**src/hw/rtl/lcdsw_pkg.sv**
```systemverilog
// shared types and constants of the lcd serial frame writer
`timescale 1ns / 1ps
package lcdsw_pkg;

    localparam int unsigned MODE_W     = 3;
    localparam int unsigned CMD_W      = 8;
    localparam int unsigned ADDR_W     = 6;
    localparam int unsigned NIB_W      = 4;
    localparam int unsigned OPCODE_W   = 2;
    localparam int unsigned FRAME_BITS = 12;
    localparam int unsigned CNT_W      = 4;

    // bit runs per request type
    localparam int unsigned CMD_BITS       = MODE_W + CMD_W + 1;
    localparam int unsigned RAM_START_BITS = MODE_W + ADDR_W;
    localparam int unsigned NIBBLE_BITS    = NIB_W;

    localparam logic [MODE_W-1:0] MODE_CMD = 3'b100;
    localparam logic [MODE_W-1:0] MODE_WR  = 3'b101;

    localparam int unsigned DEF_QUEUE_DEPTH = 2;

    typedef enum logic [OPCODE_W-1:0] {
        OP_COMMAND    = 2'd0,
        OP_RAM_START  = 2'd1,
        OP_RAM_NIBBLE = 2'd2
    } t_opcode;

    // one serial run, bits left aligned, sent from the msb
    typedef struct packed {
        logic [FRAME_BITS-1:0] bits;
        logic [CNT_W-1:0]      count;
        logic                  begin_mark;
        logic                  finish_mark;
    } t_desc;

    typedef struct packed {
        logic empty;
        logic full;
    } t_queue_status;

endpackage

```
**src/hw/rtl/lcdsw_front.sv**
```systemverilog
// front end: accepts requests, tracks the open write frame, builds bit runs
`timescale 1ns / 1ps
module lcdsw_front (
    input  logic                            i_clk,
    input  logic                            i_rst_n,
    input  logic                            i_in_valid,
    output logic                            o_in_stall,
    input  logic [lcdsw_pkg::OPCODE_W-1:0]  i_opcode,
    input  logic [lcdsw_pkg::CMD_W-1:0]     i_command_byte,
    input  logic [lcdsw_pkg::ADDR_W-1:0]    i_ram_address,
    input  logic [lcdsw_pkg::NIB_W-1:0]     i_nibble_value,
    input  logic                            i_final_nibble,
    input  lcdsw_pkg::t_queue_status        i_queue_status,
    output logic                            o_push,
    output lcdsw_pkg::t_desc                o_desc
);
    import lcdsw_pkg::*;

    logic r_frame_open;
    logic n_frame_open;
    logic accept;

    assign o_in_stall = i_queue_status.full;
    assign accept     = i_in_valid && !i_queue_status.full;

    always_comb begin
        n_frame_open = r_frame_open;
        o_push       = 1'b0;
        o_desc       = '0;
        case (t_opcode'(i_opcode))
            OP_COMMAND: begin
                o_desc.bits        = {MODE_CMD, i_command_byte, 1'b0};
                o_desc.count       = CNT_W'(CMD_BITS);
                o_desc.begin_mark  = 1'b1;
                o_desc.finish_mark = 1'b1;
                o_push             = accept;
                if (accept) begin
                    n_frame_open = 1'b0;
                end
            end
            OP_RAM_START: begin
                o_desc.bits        = {MODE_WR, i_ram_address,
                                      {(FRAME_BITS - RAM_START_BITS){1'b0}}};
                o_desc.count       = CNT_W'(RAM_START_BITS);
                o_desc.begin_mark  = 1'b1;
                o_desc.finish_mark = 1'b0;
                o_push             = accept;
                if (accept) begin
                    n_frame_open = 1'b1;
                end
            end
            OP_RAM_NIBBLE: begin
                // data goes out lsb first
                o_desc.bits        = {i_nibble_value[0], i_nibble_value[1],
                                      i_nibble_value[2], i_nibble_value[3],
                                      {(FRAME_BITS - NIBBLE_BITS){1'b0}}};
                o_desc.count       = CNT_W'(NIBBLE_BITS);
                o_desc.begin_mark  = 1'b0;
                o_desc.finish_mark = i_final_nibble;
                // nibble outside a write frame is dropped
                o_push             = accept && r_frame_open;
                if (accept && r_frame_open && i_final_nibble) begin
                    n_frame_open = 1'b0;
                end
            end
            default: begin
                o_push = 1'b0;
            end
        endcase
    end

    always_ff @(posedge i_clk) begin
        if (!i_rst_n) begin
            r_frame_open <= 1'b0;
        end else begin
            r_frame_open <= n_frame_open;
        end
    end

endmodule

```
**src/hw/rtl/lcdsw_queue.sv**
```systemverilog
// short descriptor queue between front and back end
`timescale 1ns / 1ps
module lcdsw_queue #(
    parameter int unsigned DEPTH = lcdsw_pkg::DEF_QUEUE_DEPTH
) (
    input  logic                      i_clk,
    input  logic                      i_rst_n,
    input  logic                      i_push,
    input  lcdsw_pkg::t_desc          i_desc,
    input  logic                      i_pop,
    output lcdsw_pkg::t_desc          o_desc,
    output lcdsw_pkg::t_queue_status  o_status
);
    import lcdsw_pkg::*;

    localparam int unsigned PTR_W = (DEPTH > 1) ? $clog2(DEPTH) : 1;
    localparam int unsigned CNT_QW = $clog2(DEPTH + 1);

    t_desc              r_mem [DEPTH];
    logic [PTR_W-1:0]   r_wr_ptr;
    logic [PTR_W-1:0]   r_rd_ptr;
    logic [CNT_QW-1:0]  r_count;
    logic               do_push;
    logic               do_pop;

    assign o_status.empty = (r_count == '0);
    assign o_status.full  = (r_count == CNT_QW'(DEPTH));
    assign do_push        = i_push && !o_status.full;
    assign do_pop         = i_pop && !o_status.empty;
    assign o_desc         = r_mem[r_rd_ptr];

    always_ff @(posedge i_clk) begin
        if (do_push) begin
            r_mem[r_wr_ptr] <= i_desc;
        end
    end

    always_ff @(posedge i_clk) begin
        if (!i_rst_n) begin
            r_wr_ptr <= '0;
            r_rd_ptr <= '0;
            r_count  <= '0;
        end else begin
            if (do_push) begin
                r_wr_ptr <= (r_wr_ptr == PTR_W'(DEPTH - 1)) ? '0 : r_wr_ptr + 1'b1;
            end
            if (do_pop) begin
                r_rd_ptr <= (r_rd_ptr == PTR_W'(DEPTH - 1)) ? '0 : r_rd_ptr + 1'b1;
            end
            if (do_push && !do_pop) begin
                r_count <= r_count + 1'b1;
            end else if (do_pop && !do_push) begin
                r_count <= r_count - 1'b1;
            end
        end
    end

endmodule

```
**src/hw/rtl/lcdsw_back.sv**
```systemverilog
// back end: shifts bit runs out one write strobe per cycle while the output is not stalled
`timescale 1ns / 1ps
module lcdsw_back (
    input  logic                      i_clk,
    input  logic                      i_rst_n,
    input  lcdsw_pkg::t_queue_status  i_queue_status,
    input  lcdsw_pkg::t_desc          i_desc,
    output logic                      o_pop,
    output logic                      o_out_valid,
    input  logic                      i_out_stall,
    output logic                      o_data_bit,
    output logic                      o_frame_begin,
    output logic                      o_frame_finish,
    output logic                      o_last
);
    import lcdsw_pkg::*;

    logic [FRAME_BITS-1:0] r_shift;
    logic [CNT_W-1:0]      r_left;
    logic                  r_finish;
    logic                  r_out_valid;
    logic                  r_data_bit;
    logic                  r_frame_begin;
    logic                  r_frame_finish;
    logic                  r_last;
    logic                  load_ok;
    logic                  run_busy;
    logic                  first_last;
    logic                  run_last;

    assign load_ok    = !r_out_valid || !i_out_stall;
    assign run_busy   = (r_left != '0);
    assign o_pop      = load_ok && !run_busy && !i_queue_status.empty;
    assign first_last = (i_desc.count == CNT_W'(1));
    assign run_last   = (r_left == CNT_W'(1));

    always_ff @(posedge i_clk) begin
        if (!i_rst_n) begin
            r_out_valid <= 1'b0;
            r_left      <= '0;
        end else if (load_ok) begin
            if (run_busy) begin
                r_out_valid <= 1'b1;
                r_left      <= r_left - 1'b1;
            end else if (!i_queue_status.empty) begin
                r_out_valid <= 1'b1;
                r_left      <= i_desc.count - 1'b1;
            end else begin
                r_out_valid <= 1'b0;
            end
        end
    end

    // payload, no reset
    always_ff @(posedge i_clk) begin
        if (load_ok) begin
            if (run_busy) begin
                r_data_bit     <= r_shift[FRAME_BITS-1];
                r_frame_begin  <= 1'b0;
                r_frame_finish <= run_last && r_finish;
                r_last         <= run_last;
                r_shift        <= {r_shift[FRAME_BITS-2:0], 1'b0};
            end else if (!i_queue_status.empty) begin
                r_data_bit     <= i_desc.bits[FRAME_BITS-1];
                r_frame_begin  <= i_desc.begin_mark;
                r_frame_finish <= first_last && i_desc.finish_mark;
                r_last         <= first_last;
                r_shift        <= {i_desc.bits[FRAME_BITS-2:0], 1'b0};
                r_finish       <= i_desc.finish_mark;
            end
        end
    end

    assign o_out_valid    = r_out_valid;
    assign o_data_bit     = r_data_bit;
    assign o_frame_begin  = r_frame_begin;
    assign o_frame_finish = r_frame_finish;
    assign o_last         = r_last;

endmodule

```
**src/hw/rtl/lcd_controller_serial_frame_writer.sv**
```systemverilog
// top level of the three-wire segment lcd serial frame writer
`timescale 1ns / 1ps
// usage
//   input channel (i_in_valid / o_in_stall) takes one request per accept:
//   a command frame, a display ram write start or one ram data nibble
//   output channel (o_out_valid / i_out_stall) gives one write strobe per
//   accept: the data line level plus chip select framing marks
//   a command request gives 12 strobes (mode 100, command msb first, a zero),
//   a ram start gives 9 (mode 101, address msb first) and leaves a write
//   frame open, a nibble gives 4 (data lsb first) and closes the frame when
//   flagged final; a nibble with no open frame and an unused opcode give none
//   a request is written into the queue and its first strobe then loaded
//   into the output register; throughput: one strobe per cycle while the
//   output is not stalled, from the single output register; runs of
//   consecutive requests follow each other with no gap
//   the front end keeps taking requests while the queue has room, so a
//   stalled receiver backs up the queue and then stalls the sender
//   a stalled strobe holds its value until taken
//   reset (synchronous, active low) empties the queue, drops any strobe in
//   flight and closes the write frame
module lcd_controller_serial_frame_writer #(
    parameter int unsigned QUEUE_DEPTH = lcdsw_pkg::DEF_QUEUE_DEPTH
) (
    input  logic                            i_clk,
    input  logic                            i_rst_n,
    input  logic                            i_in_valid,
    output logic                            o_in_stall,
    input  logic [lcdsw_pkg::OPCODE_W-1:0]  i_opcode,
    input  logic [lcdsw_pkg::CMD_W-1:0]     i_command_byte,
    input  logic [lcdsw_pkg::ADDR_W-1:0]    i_ram_address,
    input  logic [lcdsw_pkg::NIB_W-1:0]     i_nibble_value,
    input  logic                            i_final_nibble,
    output logic                            o_out_valid,
    input  logic                            i_out_stall,
    output logic                            o_data_bit,
    output logic                            o_frame_begin,
    output logic                            o_frame_finish,
    output logic                            o_last
);
    import lcdsw_pkg::*;

    // front to queue
    logic          push;
    t_desc         push_desc;
    // queue to back
    logic          pop;
    t_desc         head_desc;
    t_queue_status queue_status;

    // classify requests and track the open write frame
    lcdsw_front u_front (
        .i_clk          (i_clk),
        .i_rst_n        (i_rst_n),
        .i_in_valid     (i_in_valid),
        .o_in_stall     (o_in_stall),
        .i_opcode       (i_opcode),
        .i_command_byte (i_command_byte),
        .i_ram_address  (i_ram_address),
        .i_nibble_value (i_nibble_value),
        .i_final_nibble (i_final_nibble),
        .i_queue_status (queue_status),
        .o_push         (push),
        .o_desc         (push_desc)
    );

    // decouples request intake from strobe output
    lcdsw_queue #(
        .DEPTH (QUEUE_DEPTH)
    ) u_queue (
        .i_clk    (i_clk),
        .i_rst_n  (i_rst_n),
        .i_push   (push),
        .i_desc   (push_desc),
        .i_pop    (pop),
        .o_desc   (head_desc),
        .o_status (queue_status)
    );

    // serializer with registered output
    lcdsw_back u_back (
        .i_clk          (i_clk),
        .i_rst_n        (i_rst_n),
        .i_queue_status (queue_status),
        .i_desc         (head_desc),
        .o_pop          (pop),
        .o_out_valid    (o_out_valid),
        .i_out_stall    (i_out_stall),
        .o_data_bit     (o_data_bit),
        .o_frame_begin  (o_frame_begin),
        .o_frame_finish (o_frame_finish),
        .o_last         (o_last)
    );

endmodule

```
**config.mk**
```make
export PLATFORM = sky130hd
export DESIGN_NAME = lcd_controller_serial_frame_writer
export DESIGN_NICKNAME = d
export VERILOG_FILES = /design/src/hw/rtl/lcdsw_pkg.sv /design/src/hw/rtl/lcdsw_front.sv /design/src/hw/rtl/lcdsw_queue.sv /design/src/hw/rtl/lcdsw_back.sv /design/src/hw/rtl/lcd_controller_serial_frame_writer.sv
export SDC_FILE = /design/constraint.sdc
export NUM_CORES = 1
export LEC_CHECK = 0
export BUFFER_PORTS_ARGS = -buffer_cell sky130_fd_sc_hd__buf_2
export CORE_MARGIN = 2
export CORE_UTILIZATION = 40
export CTS_CLUSTER_SIZE = 30
export DETAILED_ROUTE_END_ITERATION = 10
export SKIP_LAST_GASP = 1
export SLEW_MARGIN = 30
export SYNTH_ARGS = -nofsm -noshare
export SYNTH_HDL_FRONTEND = slang
export SYNTH_SLANG_ARGS = --single-unit
```
**constraint.sdc**
```tcl
create_clock -name i_clk -period 5.6 [get_ports i_clk]
set_input_delay 0.28 -clock i_clk [delete_from_list [all_inputs] [get_ports i_clk]]
set_output_delay 0.28 -clock i_clk [all_outputs]
set_load 0.01 [all_outputs]
```
==> results of run 1 <==
-- metrics by stage --
step	hold slack (ns)	cell area, µm²
6_report	0.2593	2763
4_1_cts	0.2562	2763
3_5_place_dp	0.5160	2651
5_1_grt	0.2708	2763
2_1_floorplan	0.4199	2440
3_3_place_gp	0.5039	2651
-- logic make-up (layout without fill, tap and decap cells) --
group | count (synthesis) | after routing | synth area share, %
flip-flops | 56 | 56 | 64.41
AND/OR/NAND/NOR | 54 | 54 | 11.08
AO/OA/AOI/OAI | 31 | 31 | 9.128
multiplexers | 21 | 21 | 8.667
buffers and inverters | 15 | 46 | 2.717
adder cells (fa/ha/maj) | 5 | 5 | 2.564
XOR/XNOR | 4 | 4 | 1.436
-- layer usage --
metal / wire (µm) / global-route usage (%)
met5: 0 / 0
met4: 54 / 5.500
met3: 151 / 3.261
met2: 1720 / 19.35
met1: 2031 / 18.55
-- flip-flops by register name (all words and copies together), names as in the netlist, 2 cells and up, named ones only --
| register | flops |
|---|---|
| u_back.r_left | 4 |
| u_back.r_shift | 10 |
| u_queue.r_count | 2 |
| u_queue.r_mem | 30 |
-- path summary, 6_finish.rpt --
| kind | from | cells past startpoint | end |
|---|---|---|---|
| max | u_back.r_left[1]$_SDFFE_PN0P_ | 9 | u_queue.r_count[1]$_SDFFE_PN0P_ |
| min | i_nibble_value[2] | 2 | u_queue.r_mem[1][15]$_DFFE_PP_ |
| max reg2reg | u_back.r_left[1]$_SDFFE_PN0P_ | 9 | u_queue.r_count[1]$_SDFFE_PN0P_ |
| min reg2reg | u_back.r_shift[9]$_DFFE_PP_ | 2 | u_back.r_shift[10]$_DFFE_PP_ |
-- cell type report --
type	count	area, µm²	share of cell area [%]
flip-flops and latches	56	1572	56.88
multi-input cells	115	802.0	29.03
repair buffers	31	157.7	5.707
well taps	75	93.84	3.397
clock buffers	5	68.82	2.491
clock inverters	3	42.54	1.540
inverters	7	26.28	0.9511
-- cell usage after synthesis, drive strengths merged (3+ instances only) --
library cell and count:
inv 7, a21o 3, edfxtp 45, o21ai 15, and3 5, dfxtp 11
nand2 17, clkbuf 4, nor2 12, mux2i 20, and2 6, xnor2 3
buf 4, nor2b 3, ha 5
-- report_power, final --
group          switching (mW)  internal, mW
logic                   0.234         0.167
clock network           0.128         0.132
registers              0.0677         0.594
-- worst max-delay path, stage by stage (launching register included) --
cell	delay [ns]
dfxtp_1	0.32
inv_1	0.11
ha_1	0.21
nor3b_1	0.51
nand2_1	0.15
nor2_1	0.16
inv_1	0.09
ha_1	0.34
or3_1	0.35
a21boi_0	0.16
==> flow_summary.toml, run 1 <==
[clocking]
post_cts_resized = 0
cts_made_buffers = 5
cts_buffer_depth = 2
clkSlewWorstSetupHoldPaths_ns = 0.10
holdBufCountCts = 0
cts_tree = "yes"
cts_setup_buffers = 0
clock-sinks = 56
clk_latency_ns = 0.31
h-tree-depth = 2
cts_root_buffer = "clkbuf_8"

[layout]
instances_no_fill = 292
fin_util_pct = 46.66
fillCellCount = 556
drive_above_1_share_pct = 20.74
final_common_cell = "edfxtp_1"
finalNetCount = 246
area_delta_synth_final_pct = 13.23
mostFrequentLayoutCells = "45 x edfxtp_1, 30 x buf_2, 20 x mux2i_1"
n_antenna_cell = 0

[route]
viasPerCell = 4.870
wl_per_cell_um = 13.55
drt_iter0_markers = 89
first_pass_iters = 4
num_vias = 1422
wl_um = 3956
final_antenna_net_count = 0
drc_errors = 0

[global_route]
first_global_vias = 1345
grt_start_max_net_pins = 27
grt_overflow_total = 0
antenna_found_initial = 0
grt_usage_pct = 13.14
grt_pass1_wl_um = 6472

[floorplan]
start_util_pct = 41.21
core_um2 = 5921
dieArea_um2 = 6740
die_h_um = 82.10
die_w_um = 82.10
rows = 28
io_pins = 31

[timing]
fin_crit_ns = 2.463
worstMarginPinSlew_ns = 0.9384
rsz0062_at_grt = "no"
fmax_mhz = 406.1
relSlewSlack_pct = 37.36
fin_skew_ns = 0.005954
final_hold_viol_count = 0
drv_slew = 0
setup_slack_ns = 3.137
min_period_over_period_pct = 43.98
setup_tns_ns = 0
setup_viol = 0

[setup_path]
start_kind = "flop"
arrival_ns = 2.70
worstSetupEndpointType = "flop"
worstPathMaxFanout = 4
worstPathRequired_ns = 5.84
r2r_slack_ns = 3.14
worst-setup-path-type = "reg -> reg"

[job]
drv_cap = 0

[placed_design]
post-dp-hpwl_um = 2701
post-place-cells = 284
dp_slack_ns = 3.191
gp_congestion = 0.7613
portBuffers = 30

[yosys]
synth_edf_count = 45
syn_inst = 186
async_flop_share_pct = 0
ys.flop_type = "edfxtp_1"
yosysSeqAreaShare_pct = 64.41
netlist.area_leader.share_pct = 55.38
ys_ff_latch = 56
netlist_top_cells_area = "edfxtp_1 55%, dfxtp_1 9.0%, mux2i_1 8.2%"
ys_warn_count = 0
synth_area_leader_cell = "edfxtp_1"
synth_area_um2 = 2440
syn_avg_cell_area_um2 = 13.12
synth_cell_types = 40
synth_nets = 216

[power_and_ir_drop]
peakVddDrop_uv = 205.5
power.leakage_nw = 1.057
power.total_mw = 1.323
p_per_area_nw_per_um2 = 478.8

[status]
status = "finished clean"

[min_path]
hold_class = "in -> reg"
No activity file was read; power rests on OpenSTA's default activity.
==> run 2, diff against run 1 <==
==> constraint.sdc (replaced) <==
create_clock -name i_clk -period 2.3 [get_ports i_clk]
set_input_delay 0.115 -clock i_clk [delete_from_list [all_inputs] [get_ports i_clk]]
set_output_delay 0.115 -clock i_clk [all_outputs]
set_load 0.01 [all_outputs]
==> run 2 against run 1 <==
  * Cell count grew 1.7%
  * Critical endpoint unchanged
  * Design area grew 1.8%
  * Clock-buffer cell count grew 1
==> flow_summary.toml, run 2 (synthesis gave the netlist of run 1 again) <==
[route]
final_antenna_net_count = 0
first_pass_iters = 4
wl_um = 4188
drt_iter0_markers = 68
wl_per_cell_um = 14.10
drc_errors = 0
num_vias = 1460
viasPerCell = 4.916

[timing]
setup_tns_ns = 0
setup_viol = 0
final_hold_viol_count = 0
relSlewSlack_pct = 70.85
hold_slack_ns = 0.09991
drv_slew = 0
worstMarginPinSlew_ns = 0.4366
fin_crit_ns = 2.169
fmax_mhz = 461.0
min_period_over_period_pct = 94.30
fin_skew_ns = 0.004371

[global_route]
first_global_vias = 1410
grt_start_max_net_pins = 26
grt_pass1_wl_um = 6741
gr-usage-met3_pct = 2.935
grt_usage_pct = 13.62
grt_use_met1_pct = 17.60
grt-busiest-layer = "met2"
antenna_found_initial = 0
grt_use_met2_pct = 22.36
grt_overflow_total = 0

[layout]
regMostFlops = "u_queue.r_mem"
largest_reg_flops = 30
mostFrequentLayoutCells = "45 x edfxtp_1, 30 x buf_2, 20 x mux2i_1"
biggestRegsByFlops = "u_queue.r_mem x30, u_back.r_shift x10, u_back.r_left x4"
area_delta_synth_final_pct = 15.28
drive_above_1_share_pct = 22.97
fillCellCount = 539
finalNetCount = 251
fin_util_pct = 47.51
final_common_cell = "edfxtp_1"
n_antenna_cell = 0

[job]
drv_cap = 0

[status]
status = "finished clean"

[placed_design]
portBuffers = 30
gp_congestion = 0.7124
post-dp-hpwl_um = 2866

[clocking]
cts_made_buffers = 5
clkSlewWorstSetupHoldPaths_ns = 0.10
cts_tree = "yes"
cts_setup_buffers = 0
post_cts_resized = 0
cts_buffer_depth = 2
h-tree-depth = 2
holdBufCountCts = 0
cts_root_buffer = "clkbuf_8"
clock-sinks = 56
clk_latency_ns = 0.30

[floorplan]
core_um2 = 5921
die_w_um = 82.10
rows = 28
start_util_pct = 41.21
io_pins = 31
die_h_um = 82.10
dieArea_um2 = 6740

[setup_path]
r2r_slack_ns = 0.13
worstPathRequired_ns = 2.53
worstPathMaxFanout = 4
worst-setup-path-type = "reg -> reg"
start_kind = "flop"
worstSetupEndpointType = "flop"
arrival_ns = 2.40

[power_and_ir_drop]
power.leakage_nw = 1.090
peakVddDrop_uv = 413.9
p_per_area_nw_per_um2 = 1181

[min_path]
hold_class = "in -> reg"
-- run 2: cell count changes in the layout (fill, tap and decap cells not counted) --
cell / previous run / this run
buf_4: 1 / 6
clkbuf_8: 5 / 6
clkinv_1: 0 / 1
clkinv_2: 1 / 0
clkinvlp_4: 1 / 0
nor2_1: 12 / 11
nor2_2: 0 / 1
nor3b_1: 1 / 0
nor3b_2: 0 / 1
-- run 2: where the power goes --
group | internal (mW) | total [mW] | switching, mW | leakage (nW)
logic | 0.454 | 1.11 | 0.655 | 0.509
registers | 1.45 | 1.56 | 0.111 | 0.523
clock network | 0.351 | 0.657 | 0.306 | 0.0588
-- run 2: area by class of cell --
| class | count | area (µm²) | share of cell area, % |
|---|---|---|---|
| flip-flops and latches | 56 | 1572 | 55.87 |
| multi-input cells | 115 | 809.5 | 28.78 |
| repair buffers | 36 | 195.2 | 6.939 |
| well taps | 75 | 93.84 | 3.336 |
| clock buffers | 6 | 82.58 | 2.936 |
| clock inverters | 2 | 33.78 | 1.201 |
| inverters | 7 | 26.28 | 0.9342 |
-- run 2: final timing paths --
check / start / cells after the start / end
max: u_back.r_left[1]$_SDFFE_PN0P_ / 9 / u_queue.r_count[1]$_SDFFE_PN0P_
min: i_nibble_value[2] / 2 / u_queue.r_mem[1][15]$_DFFE_PP_
max reg2reg: u_back.r_left[1]$_SDFFE_PN0P_ / 9 / u_queue.r_count[1]$_SDFFE_PN0P_
min reg2reg: u_back.r_shift[11]$_DFFE_PP_ / 2 / u_back.o_data_bit$_DFFE_PP_
-- run 2: routing by layer --
metal | up-vias | part of all wire (%)
met5 | - | 0
met4 | 0 | 1.2
met3 | 2 | 2.9
met2 | 27 | 48
met1 | 692 | 47
li1 | 739 | -
-- run 2: worst max-delay path, cell delays in order, from the launching register on --
cell	delay, ns
dfxtp_1	0.32
inv_1	0.12
ha_1	0.23
nor3b_2	0.25
nand2_1	0.11
nor2_2	0.12
inv_1	0.08
ha_1	0.33
or3_1	0.34
a21boi_0	0.18
-- run 2: stage by stage --
| step | std cells | instance area (µm²) | total power, mW | setup slack, ns |
|---|---|---|---|---|
| finish | 297 | 2813 | 3.322 | 0.1310 |
| global route | 297 | 2813 | 3.549 | -0.01680 |
| CTS | 297 | 2805 | 3.342 | 0.06117 |
| detailed placement | 289 | 2689 | 2.690 | 0.08916 |
| global placement | 289 | 2689 | 2.651 | 0.2054 |
| floorplan | 186 | 2440 | 2.378 | 0.1570 |
